<file path="src/rtl/core/sfpm_pkg.sv">
// Shared types, constants and the microcode table of the stereo frame pair matcher.
// Used by sfpm_useq, sfpm_dpath, the top level and its checker. No dependencies.
package sfpm_pkg;

	// Field widths of the event and result beats
	localparam int TIME_W      = 32;
	localparam int PERIOD_W    = 16;
	localparam int DROP_W      = 2;
	localparam int TIME_BITS_DEF = 32;

	// Match window: gap_ms <= (pL + pR) / 16 / 4, periods are in 1/16 ms
	localparam int MATCH_SHIFT = 6;

	// Match loop: at most three check passes per event
	localparam int PASS_W      = 2;
	localparam logic [PASS_W-1:0] MAX_PASS = 2'd3;

	typedef struct packed {
		logic                side;
		logic [TIME_W-1:0]   frame_time;
		logic [PERIOD_W-1:0] frame_period;
		logic                other_started;
		logic [TIME_W-1:0]   other_start_time;
	} evt_t;

	typedef struct packed {
		logic                parked;
		logic                pair_valid;
		logic [TIME_W-1:0]   left_time;
		logic [TIME_W-1:0]   right_time;
		logic [TIME_W-1:0]   pair_time;
		logic [DROP_W-1:0]   dropped_count;
		logic                hold_promoted;
	} res_t;

	// Micro-operations driven into the datapath
	typedef enum logic [2:0] {
		UOP_WAIT    = 3'd0,  // take an event beat
		UOP_DIST    = 3'd1,  // distances of slot frame and new frame to other start
		UOP_PLACE   = 3'd2,  // store new frame in side slot or hold slot
		UOP_DIFF    = 3'd3,  // order, gap and window of the two slots
		UOP_RESOLVE = 3'd4,  // emit pair or drop older frame
		UOP_PROMO   = 3'd5,  // move held frame into an emptied slot
		UOP_NOP     = 3'd6,
		UOP_OUT     = 3'd7   // load result register
	} uop_t;

	// Jump conditions
	typedef enum logic [2:0] {
		COND_NEVER     = 3'd0,
		COND_NO_EVT    = 3'd1,
		COND_NOT_BOTH  = 3'd2,
		COND_MORE_PASS = 3'd3,
		COND_OUT_BUSY  = 3'd4
	} cond_t;

	typedef logic [2:0] step_t;

	localparam step_t STEP_WAIT    = 3'd0;
	localparam step_t STEP_DIST    = 3'd1;
	localparam step_t STEP_PLACE   = 3'd2;
	localparam step_t STEP_TEST    = 3'd3;
	localparam step_t STEP_RESOLVE = 3'd4;
	localparam step_t STEP_PROMO   = 3'd5;
	localparam step_t STEP_LOOP    = 3'd6;
	localparam step_t STEP_OUT     = 3'd7;

	typedef struct packed {
		uop_t  op;
		cond_t cond;
		step_t target;
	} ucode_t;

	// Datapath status seen by the sequencer
	typedef struct packed {
		logic both_valid;
		logic out_free;
	} stat_t;

	// Control store: jump to target when cond holds, else go to the next step.
	// The last step wraps to the first.
	function automatic ucode_t ucode_rom(input step_t step);
		ucode_t cw;
		unique case (step)
			STEP_WAIT:    cw = '{UOP_WAIT,    COND_NO_EVT,    STEP_WAIT};
			STEP_DIST:    cw = '{UOP_DIST,    COND_NEVER,     STEP_WAIT};
			STEP_PLACE:   cw = '{UOP_PLACE,   COND_NEVER,     STEP_WAIT};
			STEP_TEST:    cw = '{UOP_DIFF,    COND_NOT_BOTH,  STEP_OUT};
			STEP_RESOLVE: cw = '{UOP_RESOLVE, COND_NEVER,     STEP_WAIT};
			STEP_PROMO:   cw = '{UOP_PROMO,   COND_NEVER,     STEP_WAIT};
			STEP_LOOP:    cw = '{UOP_NOP,     COND_MORE_PASS, STEP_TEST};
			STEP_OUT:     cw = '{UOP_OUT,     COND_OUT_BUSY,  STEP_OUT};
		endcase
		return cw;
	endfunction

endpackage

</file>
<file path="src/rtl/core/stereo_frame_pair_matcher.sv">
// Top level of the stereo frame pair matcher: sequencer plus datapath.
// Depends on sfpm_pkg, sfpm_useq and sfpm_dpath.
//
// Usage:
//   evt channel (evt_valid/evt_ready/evt): one frame-ready event per beat,
//   from the left or right camera, with the other camera's start state.
//   res channel (res_valid/res_ready/res): exactly one result beat per event,
//   in event order: where the frame was stored, an optional matched pair
//   with its midpoint time, the number of dropped frames and hold promotion.
// Timing: the microcode sequencer handles one event at a time. After the
//   event beat is accepted it runs the distance, place and test steps,
//   then for each check pass the resolve, promote and loop steps, back to
//   test, and finally the output step (the hold slot refills only once,
//   so a third pass never happens). evt_ready is high only while the
//   sequencer sits on its wait step, which it enters in the cycle after
//   the result is loaded.
// Reset: arst_n clears all slot and hold valid bits, the step counter and
//   res_valid. Stored times are not reset; nothing is paired until refilled.
// Stall: the result register holds its beat until res_ready. A new event
//   is accepted meanwhile and worked on; the sequencer then waits at its
//   output step until the result register is free.
module stereo_frame_pair_matcher #(
	parameter int TIME_BITS = sfpm_pkg::TIME_BITS_DEF
) (
	input  logic           clk,
	input  logic           arst_n,
	input  logic           evt_valid,
	output logic           evt_ready,
	input  sfpm_pkg::evt_t evt,
	output logic           res_valid,
	input  logic           res_ready,
	output sfpm_pkg::res_t res
);

	sfpm_pkg::ucode_t ctrl;
	sfpm_pkg::stat_t  stat;
	logic             evt_fire;

	assign evt_ready = (ctrl.op == sfpm_pkg::UOP_WAIT);
	assign evt_fire  = evt_valid && evt_ready;

	sfpm_useq u_useq (
		.clk       (clk),
		.arst_n    (arst_n),
		.evt_valid (evt_valid),
		.stat      (stat),
		.ctrl      (ctrl)
	);

	sfpm_dpath #(
		.TIME_BITS (TIME_BITS)
	) u_dpath (
		.clk       (clk),
		.arst_n    (arst_n),
		.ctrl      (ctrl),
		.evt       (evt),
		.evt_fire  (evt_fire),
		.res_ready (res_ready),
		.res_valid (res_valid),
		.res       (res),
		.stat      (stat)
	);

endmodule

</file>
<file path="src/rtl/core/sfpm_useq.sv">
// Microcode sequencer: step counter, control store lookup and jump logic.
// Depends on sfpm_pkg.
module sfpm_useq (
	input  logic             clk,
	input  logic             arst_n,
	input  logic             evt_valid,
	input  sfpm_pkg::stat_t  stat,
	output sfpm_pkg::ucode_t ctrl
);

	sfpm_pkg::step_t                  step_q;
	sfpm_pkg::step_t                  step_nxt;
	logic [sfpm_pkg::PASS_W-1:0]      pass_q;
	logic                             jump;

	assign ctrl = sfpm_pkg::ucode_rom(step_q);

	// Condition select
	always_comb begin
		unique case (ctrl.cond)
			sfpm_pkg::COND_NEVER:     jump = 1'b0;
			sfpm_pkg::COND_NO_EVT:    jump = !evt_valid;
			sfpm_pkg::COND_NOT_BOTH:  jump = !stat.both_valid;
			sfpm_pkg::COND_MORE_PASS: jump = (pass_q < sfpm_pkg::MAX_PASS);
			sfpm_pkg::COND_OUT_BUSY:  jump = !stat.out_free;
			default:                  jump = 1'b0;
		endcase
		step_nxt = jump ? ctrl.target : sfpm_pkg::step_t'(step_q + 3'd1);
	end

	// Step counter and pass counter
	always_ff @(posedge clk or negedge arst_n) begin
		if (!arst_n) begin
			step_q <= sfpm_pkg::STEP_WAIT;
			pass_q <= '0;
		end else begin
			step_q <= step_nxt;
			if (ctrl.op == sfpm_pkg::UOP_WAIT) begin
				pass_q <= '0;
			end else if (ctrl.op == sfpm_pkg::UOP_PROMO) begin
				pass_q <= pass_q + sfpm_pkg::PASS_W'(1);
			end
		end
	end

endmodule

</file>
<file path="src/rtl/core/sfpm_dpath.sv">
// Datapath: side slots, hold slot, distance and match arithmetic, result register.
// Driven by sfpm_useq control words. Depends on sfpm_pkg.
module sfpm_dpath #(
	parameter int TIME_BITS = sfpm_pkg::TIME_BITS_DEF
) (
	input  logic             clk,
	input  logic             arst_n,
	input  sfpm_pkg::ucode_t ctrl,
	input  sfpm_pkg::evt_t   evt,
	input  logic             evt_fire,
	input  logic             res_ready,
	output logic             res_valid,
	output sfpm_pkg::res_t   res,
	output sfpm_pkg::stat_t  stat
);

	localparam int PW      = sfpm_pkg::PERIOD_W;
	localparam int LIMIT_W = PW + 1 - sfpm_pkg::MATCH_SHIFT;

	// Captured event
	logic                 side_q;
	logic [TIME_BITS-1:0] t_q;
	logic [PW-1:0]        per_q;
	logic                 other_on_q;
	logic [TIME_BITS-1:0] ot_q;

	// Slots
	logic [1:0]           slot_vld_q;
	logic [TIME_BITS-1:0] slot_time_q [2];
	logic [PW-1:0]        slot_per_q [2];
	logic                 hold_vld_q;
	logic                 hold_side_q;
	logic [TIME_BITS-1:0] hold_time_q;
	logic [PW-1:0]        hold_per_q;

	// Working registers
	logic [TIME_BITS-1:0] gap_slot_q;
	logic [TIME_BITS-1:0] gap_new_q;
	logic [TIME_BITS-1:0] lo_q;
	logic [TIME_BITS-1:0] diff_q;
	logic [LIMIT_W-1:0]   limit_q;
	logic                 l_gt_r_q;

	// Result accumulators
	logic                       parked_q;
	logic                       pv_q;
	logic [TIME_BITS-1:0]       lt_q;
	logic [TIME_BITS-1:0]       rt_q;
	logic [TIME_BITS-1:0]       pt_q;
	logic [sfpm_pkg::DROP_W-1:0] drops_q;
	logic                       promo_q;

	logic                 res_valid_q;
	sfpm_pkg::res_t       res_q;

	// Combinational terms
	logic [TIME_BITS-1:0] slot_cur_time;
	logic [TIME_BITS-1:0] gap_slot;
	logic [TIME_BITS-1:0] gap_new;
	logic                 take;
	logic                 t0_lt_t1;
	logic [PW:0]          per_sum;
	logic                 match;
	logic                 promote;
	logic                 out_free;

	assign slot_cur_time = slot_time_q[side_q];

	// Absolute distances to the other camera's start time
	assign gap_slot = (slot_cur_time > ot_q) ? (slot_cur_time - ot_q) : (ot_q - slot_cur_time);
	assign gap_new  = (t_q > ot_q) ? (t_q - ot_q) : (ot_q - t_q);

	// New frame wins unless other started and a valid slot frame is no farther
	assign take = !slot_vld_q[side_q] || !other_on_q || (gap_slot_q > gap_new_q);

	assign t0_lt_t1 = slot_time_q[0] < slot_time_q[1];
	assign per_sum  = {1'b0, slot_per_q[0]} + {1'b0, slot_per_q[1]};
	assign match    = diff_q <= TIME_BITS'(limit_q);
	assign promote  = hold_vld_q && !slot_vld_q[hold_side_q];
	assign out_free = !res_valid_q || res_ready;

	assign stat.both_valid = slot_vld_q[0] && slot_vld_q[1];
	assign stat.out_free   = out_free;

	// Valid bits and result handshake
	always_ff @(posedge clk or negedge arst_n) begin
		if (!arst_n) begin
			slot_vld_q  <= '0;
			hold_vld_q  <= 1'b0;
			res_valid_q <= 1'b0;
		end else begin
			unique case (ctrl.op)
				sfpm_pkg::UOP_PLACE: begin
					if (take) begin
						slot_vld_q[side_q] <= 1'b1;
					end else begin
						hold_vld_q <= 1'b1;
					end
				end
				sfpm_pkg::UOP_RESOLVE: begin
					if (match) begin
						slot_vld_q <= '0;
					end else if (l_gt_r_q) begin
						slot_vld_q[1] <= 1'b0;
					end else begin
						slot_vld_q[0] <= 1'b0;
					end
				end
				sfpm_pkg::UOP_PROMO: begin
					if (promote) begin
						hold_vld_q               <= 1'b0;
						slot_vld_q[hold_side_q]  <= 1'b1;
					end
				end
				default: ;
			endcase
			if (ctrl.op == sfpm_pkg::UOP_OUT && out_free) begin
				res_valid_q <= 1'b1;
			end else if (res_ready) begin
				res_valid_q <= 1'b0;
			end
		end
	end

	// Payload registers
	always_ff @(posedge clk) begin
		if (evt_fire) begin
			side_q     <= evt.side;
			t_q        <= TIME_BITS'(evt.frame_time);
			per_q      <= evt.frame_period;
			other_on_q <= evt.other_started;
			ot_q       <= TIME_BITS'(evt.other_start_time);
			parked_q   <= 1'b0;
			pv_q       <= 1'b0;
			lt_q       <= '0;
			rt_q       <= '0;
			pt_q       <= '0;
			drops_q    <= '0;
			promo_q    <= 1'b0;
		end
		unique case (ctrl.op)
			sfpm_pkg::UOP_DIST: begin
				gap_slot_q <= gap_slot;
				gap_new_q  <= gap_new;
			end
			sfpm_pkg::UOP_PLACE: begin
				if (take) begin
					slot_time_q[side_q] <= t_q;
					slot_per_q[side_q]  <= per_q;
				end else begin
					parked_q    <= 1'b1;
					hold_side_q <= side_q;
					hold_time_q <= t_q;
					hold_per_q  <= per_q;
				end
			end
			sfpm_pkg::UOP_DIFF: begin
				lo_q     <= t0_lt_t1 ? slot_time_q[0] : slot_time_q[1];
				diff_q   <= t0_lt_t1 ? (slot_time_q[1] - slot_time_q[0])
				                     : (slot_time_q[0] - slot_time_q[1]);
				limit_q  <= per_sum[PW:sfpm_pkg::MATCH_SHIFT];
				l_gt_r_q <= slot_time_q[0] > slot_time_q[1];
			end
			sfpm_pkg::UOP_RESOLVE: begin
				if (match) begin
					pv_q <= 1'b1;
					lt_q <= slot_time_q[0];
					rt_q <= slot_time_q[1];
					pt_q <= lo_q + (diff_q >> 1);
				end else begin
					drops_q <= drops_q + sfpm_pkg::DROP_W'(1);
				end
			end
			sfpm_pkg::UOP_PROMO: begin
				if (promote) begin
					slot_time_q[hold_side_q] <= hold_time_q;
					slot_per_q[hold_side_q]  <= hold_per_q;
					promo_q                  <= 1'b1;
				end
			end
			sfpm_pkg::UOP_OUT: begin
				if (out_free) begin
					res_q.parked        <= parked_q;
					res_q.pair_valid    <= pv_q;
					res_q.left_time     <= sfpm_pkg::TIME_W'(lt_q);
					res_q.right_time    <= sfpm_pkg::TIME_W'(rt_q);
					res_q.pair_time     <= sfpm_pkg::TIME_W'(pt_q);
					res_q.dropped_count <= drops_q;
					res_q.hold_promoted <= promo_q;
				end
			end
			default: ;
		endcase
	end

	assign res_valid = res_valid_q;
	assign res       = res_q;

endmodule

</file>
<file path="config.mk">
export PLATFORM = sky130hd
export DESIGN_NAME = stereo_frame_pair_matcher
export DESIGN_NICKNAME = d
export VERILOG_FILES = /design/src/rtl/core/sfpm_pkg.sv /design/src/rtl/core/stereo_frame_pair_matcher.sv /design/src/rtl/core/sfpm_useq.sv /design/src/rtl/core/sfpm_dpath.sv
export SDC_FILE = /design/constraint.sdc
export NUM_CORES = 1
export LEC_CHECK = 0
export BUFFER_PORTS_ARGS = -buffer_cell sky130_fd_sc_hd__buf_4
export CORE_ASPECT_RATIO = 2
export CORE_MARGIN = 3
export CORE_UTILIZATION = 50
export CTS_BUF_LIST = sky130_fd_sc_hd__clkbuf_8
export DETAILED_ROUTE_END_ITERATION = 8
export GPL_ROUTABILITY_DRIVEN = 1
export MAX_ROUTING_LAYER = met4
export PLACE_DENSITY = 0.65
export SLEW_MARGIN = 0
export SYNTH_ARGS = -nofsm -noshare
export SYNTH_HDL_FRONTEND = slang
export SYNTH_SLANG_ARGS = --single-unit
</file>
<file path="constraint.sdc">
create_clock -name clk -period 10.6 [get_ports clk]
set_input_delay 2.12 -clock clk [delete_from_list [all_inputs] [get_ports clk]]
set_output_delay 2.12 -clock clk [all_outputs]
set_load 0.05 [all_outputs]
</file>
---- After elaboration in Yosys (flattened, before gate mapping) ----
Memories as Yosys holds them, arrays and structs flattened. A register that Yosys moved wholly into a read port is not among the register bits.
Index checks and enable logic that the tools add are counted.
word-level totals
  bits in read-only memories .............. 72
  latch bits .............................. 0
  RAM bits ................................ 96
  flip-flop bits (word level) ............. 482
  output and inout bits ................... 103
  memories ................................ 3
operators by class
  shift-type cells ........................ 0
  bitwise logic cells ..................... 3
  div/mod/pow operators ................... 0
  add/subtract/negate cells ............... 11
  multiply operators ...................... 0
  equal/unequal tests ..................... 15
  mux-type cells .......................... 61
  order comparisons ....................... 11
  reductions and logical operators ........ 28
memory list
  name                 words  width  rd ports  clocked after memory_dff  write ports  line              text
  (no name shown)      8      9      1         0                         0            sfpm_pkg.sv:84    unique case (step)
  u_dpath.slot_time_q  2      32     3         1                         1            sfpm_dpath.sv:29  logic [TIME_BITS-1:0] slot_time_q [2];
  u_dpath.slot_per_q   2      16     2         0                         1            sfpm_dpath.sv:30  logic [PW-1:0] slot_per_q [2];
operators by type and width
  kind                                                        count
  two-way mux 32 bit                                          14
  subtractor 32 bit                                           6
  > comparator 32 bit                                         4
  adder 32 x 31 -> 32 bit                                     1
  less-or-equal comparator 32 x 11 -> 1 bit                   1
  less-than comparator 32 bit                                 1
  two-way mux 1 bit                                           32
  OR reduction 32 bit                                         1
  adder 16 x 16 -> 17 bit                                     1
  two-way mux 16 bit                                          1
  two-way mux 2 bit                                           8
  OR reduction 16 bit                                         1
  equality test 3 x 2 -> 1 bit, second input constant         4
  equality test 3 bit, second input constant                  4
  AND reduction 4 bit                                         2
  logical NOT 1 bit                                           7
  equality test 3 x 1 -> 1 bit, second input constant         2
  logical AND 1 bit                                           6
  one-hot mux 2 bit (3 select lines)                          1
  nonzero test 2 bit                                          3
  adder 2 x 1 -> 2 bit, second input constant                 2
  less-than comparator 1 x 2 -> 1 bit, second input constant  2
  inequality test 2 x 1 -> 1 bit, second input constant       2
  bitwise OR 2 bit                                            2
  16 further kinds                                            21

---- Longest topological paths before layout ----
  depth in word-level cells ............... 9
  depth in mapped cells ................... 18
  depth with buffers taken out ............ 15

---- By module ----
Synthesis repeated with hierarchy kept, for this count alone.
second synthesis, totals
  cell total of the unflattened synthesis .. 3075
  area, all modules ....................... 32567.5 um^2
by module, submodules not included
  module                     cells an instance  area each (um^2)  seq. area each (um^2)  instances
  sfpm_dpath                 3026               32009.4           16195.5                1
  sfpm_useq                  47                 538.0             125.1                  1
  stereo_frame_pair_matcher  2                  20.0              0.0                    1

---- Least setup slack after synthesis ----
OpenSTA, ideal clock, no wires.
  kind .................................... flip-flop to flip-flop
  start point ............................. reg u_dpath.gap_slot_q[21]
  end point ............................... reg u_dpath.hold_per_q[0] (enable)
  arrival time ............................ 5141 ps
  period minus slack after synthesis ...... 5662 ps
  data required time ...................... 10079 ps
  path slack .............................. 4938 ps
  cell stages (with the launch flop) ...... 10
  library setup time ...................... 521 ps
  cell sequence ........................... edfxtp_1 ha_1 a21o_1 a21o_1 a21oi_1 o21ai_0 a221oi_1 o221ai_1 o31a_1 nor3_1
between the ends
  longest elaborated chain between the ends .. 4
RTL lines
  element                               line               text
  start: declaration                    sfpm_dpath.sv:37   logic [TIME_BITS-1:0] gap_slot_q;
  start signal: assignment              sfpm_dpath.sv:143  gap_slot_q <= gap_slot;
  > comparator 32 bit                   sfpm_dpath.sv:74   assign take = !slot_vld_q[side_q] || !other_on_q || (gap_slot_q > gap_new_q);
  logical OR 1 bit                      sfpm_dpath.sv:74
  inverter 1 bit (no source line)       --
  AND reduction 2 bit (no source line)  --
  end signal: assignment                sfpm_dpath.sv:154  hold_per_q <= per_q;
  end: declaration                      sfpm_dpath.sv:34   logic [PW-1:0] hold_per_q;
Every way passes these cells.
A chain may end at the register's enable or synchronous reset.

==> impl_metrics.ini <==
[placed_design]
dp_slack_ns = 5.37
hpwl_mm = 76.2
portBuffers = 188
placed_area_um2 = 34600
gp_congestion = 0.953

[sta]
worstMarginPinSlew_ns = 1.17
fmax_mhz = 190
hold_viol_final = 0
clock_skew_ns = 0.0435
fin_setup_tns_ns = 0
rsz0062_at_grt = false
hold_ws_ns = 0.420
period_share = 0.497
relSlewSlack = 0.208
fin_ws_ns = 5.33
drv_slew = 0
min_period_ns = 5.27
finalSetupViolCount = 0

[clock_tree]
cts_buffers = 84
cts_tree = done
cts_hold_buf = 0
cts_setup_buffers = 0
cts_resized = 0
clk_path_buf_depth = 3
cts.sinks = 579
cts-htree-levels = 3
cts.clk_slew.worst_paths_ns = 0.07
cts_root_buf = clkbuf_8
clock_latency_ns = 0.76

[finish]
final_cell_mix = edfxtp_1 (468), ha_1 (284), inv_1 (279)
seq_area_um2 = 16300
mostFrequentLayoutCell = edfxtp_1
fill_cells = 5577
final_cell_area_um2 = 36500
nets = 3555
multiInputGateArea_um2 = 14700
drive_gt1_frac = 0.139
synthToLayoutAreaGrowth_pct = 12.1

[die]
initial_core_util = 0.507
die-area_um2 = 68300
placementRows = 131
die_y_um = 367
io_pins = 189
core_area_um2 = 64100
die_x_um = 186

[global_routing]
antenna_found_initial = 2
first_global_vias = 24700
grt_use_total = 0.288
grt.overflow.total = 0
grt_start_max_net_pins = 87
grt_pass1_wl_mm = 145

[pwr]
ir_worst_vdd_uv = 148
leakagePower_nw = 15.1
power_density_nw_per_um2 = 264
finalPower_mw = 9.63

[yosys]
yosysSeqAreaShare = 0.502
synth_edf_count = 468
synthArstFlopShare = 0.0155
syn-instance-count = 3015
ys_types = 86
avgSynthCellArea_um2 = 10.8
synth_fp_nets = 3393
synth_seq_cells = 579
syn_area_um2 = 32500
yosysWarnings = 0
synth_top_flop_cell = edfxtp_1

[critical_path]
crit_chain = buf_4, nand2_1, o21a_1, ha_1, fa_1, o21bai_1, a2111oi_4, nor3b_1, o21ai_0, a31oi_4, buf_4, mux2i_4, o21ai_0, a21oi_1, xnor2_1
critPathTopFamily = compound AO/OA/AOI/OAI gates
crit_cells = 15
path_buf_inv = 2
arrival_ns = 5.73
start_kind = flop
rrSetupSlack_ns = 5.33
worstPathRequired_ns = 11.06
cp_max_fo = 63
crit_path_max_incr_delay_ns = 0.72
critical-path-slowest-cell = a31oi_4
r2r_cells = 15
crit_type = reg2reg
cp-end-kind = flop

[worst_hold_path]
hp-class = reg2reg
min_path_cells = 0

[drt]
drc = 0
vias_per_cell = 5.75
num_vias = 23700
route.detailed.wl_per_inst_um = 23.6
ant_nets = 0
drt_pre_antenna_iters = 7
drt_iter0_markers = 1294
wirelength_mm = 97.0

[status]
outcome = complete, no violations

[flow_run]
maxCapViolCount = 0
## where the power goes
group / switching (mW) / total, mW / internal, mW / leakage, nW
logic: 2.67 / 4.13 / 1.46 / 8.84
clock network: 0.918 / 1.93 / 1.01 / 0.997
registers: 0.310 / 3.57 / 3.26 / 5.24
## layout make-up
type / instances / area share
Clock inverter: 68 / 0.0157
Tap cell: 864 / 0.0297
Sequential cell: 579 / 0.448
Inverter: 260 / 0.0268
Multi-Input combinational cell: 2044 / 0.404
Timing Repair Buffer: 208 / 0.0428
Antenna cell: 2 / 0.000137
Clock buffer: 89 / 0.0336
## flip-flops by register name, indices dropped and copies added (netlist names), 32 cells and up, named ones only
| signal | count |
|---|---|
| u_dpath.hold_time_q | 32 |
| u_dpath.slot_time_q | 64 |
| u_dpath.slot_per_q | 32 |
| u_dpath.gap_new_q | 32 |
| u_dpath.diff_q | 32 |
| u_dpath.pt_q | 32 |
| u_dpath.ot_q | 32 |
| u_dpath.t_q | 32 |
| u_dpath.res | 101 |
| u_dpath.rt_q | 32 |
| u_dpath.lt_q | 32 |
| u_dpath.lo_q | 32 |
| u_dpath.gap_slot_q | 32 |
## routing by layer
layer / track usage / part of all wire
met5: - / 0
met2: 0.532 / 0.54
met3: 0.0306 / 0.037
met4: 0.165 / 0.062
met1: 0.294 / 0.36
## cell families after synthesis
logic type / share of synthesized area
AOI/OAI and AO/OA: 0.172
and+or+nand+nor: 0.0956
DFF: 0.502
buffers and inverters: 0.0485
adders and majority gates: 0.114
xor gates and xnor gates: 0.0334
muxes: 0.0346
## synth_stat cells (9+ instances only)
cell type	number	area, um^2
edfxtp_1	468	14100
ha_1	285	3570
inv_1	260	976
o21ai_0	253	1270
a21oi_1	249	1250
nand2_1	192	721
nand3_1	115	576
nor2_1	113	424
a21o_1	111	833
dfxtp_1	102	2040
xnor2_1	73	639
clkbuf_1	70	263
mux2_2	61	687
o21a_1	59	443
xor2_1	51	447
o21bai_1	47	353
nand4_1	46	288
buf_2	41	205
mux2i_1	40	400
nor2b_1	39	244
nor3_1	34	170
nand2b_1	22	138
a211oi_1	21	158
a31oi_1	17	106
o31ai_1	14	105
or3_1	14	87.6
o211ai_1	11	82.6
and3_1	10	62.6
and2_1	9	56.3
dfrtp_1	9	225
o21ai_1	9	45.0
## per-stage QoR
step | std cells | utilization
CTS | 4112 | 0.569
finish | 4114 | 0.569
global placement | 3955 | 0.541
detailed placement | 3955 | 0.541
floorplan | 3015 | -
global route | 4113 | 0.569
## worst paths after layout
check / endpoint / from
max: u_dpath.gap_slot_q[24] / flop
min: u_dpath.res[72] / u_dpath.lt_q[5]
max reg2reg: u_dpath.gap_slot_q[24] / flop
min reg2reg: u_dpath.res[72] / u_dpath.lt_q[5]
max in group asynchronous: u_dpath.hold_vld_q / arst_n
min in group asynchronous: u_dpath.slot_vld_q[0] / arst_n
Power figures use the tool's default switching activity.
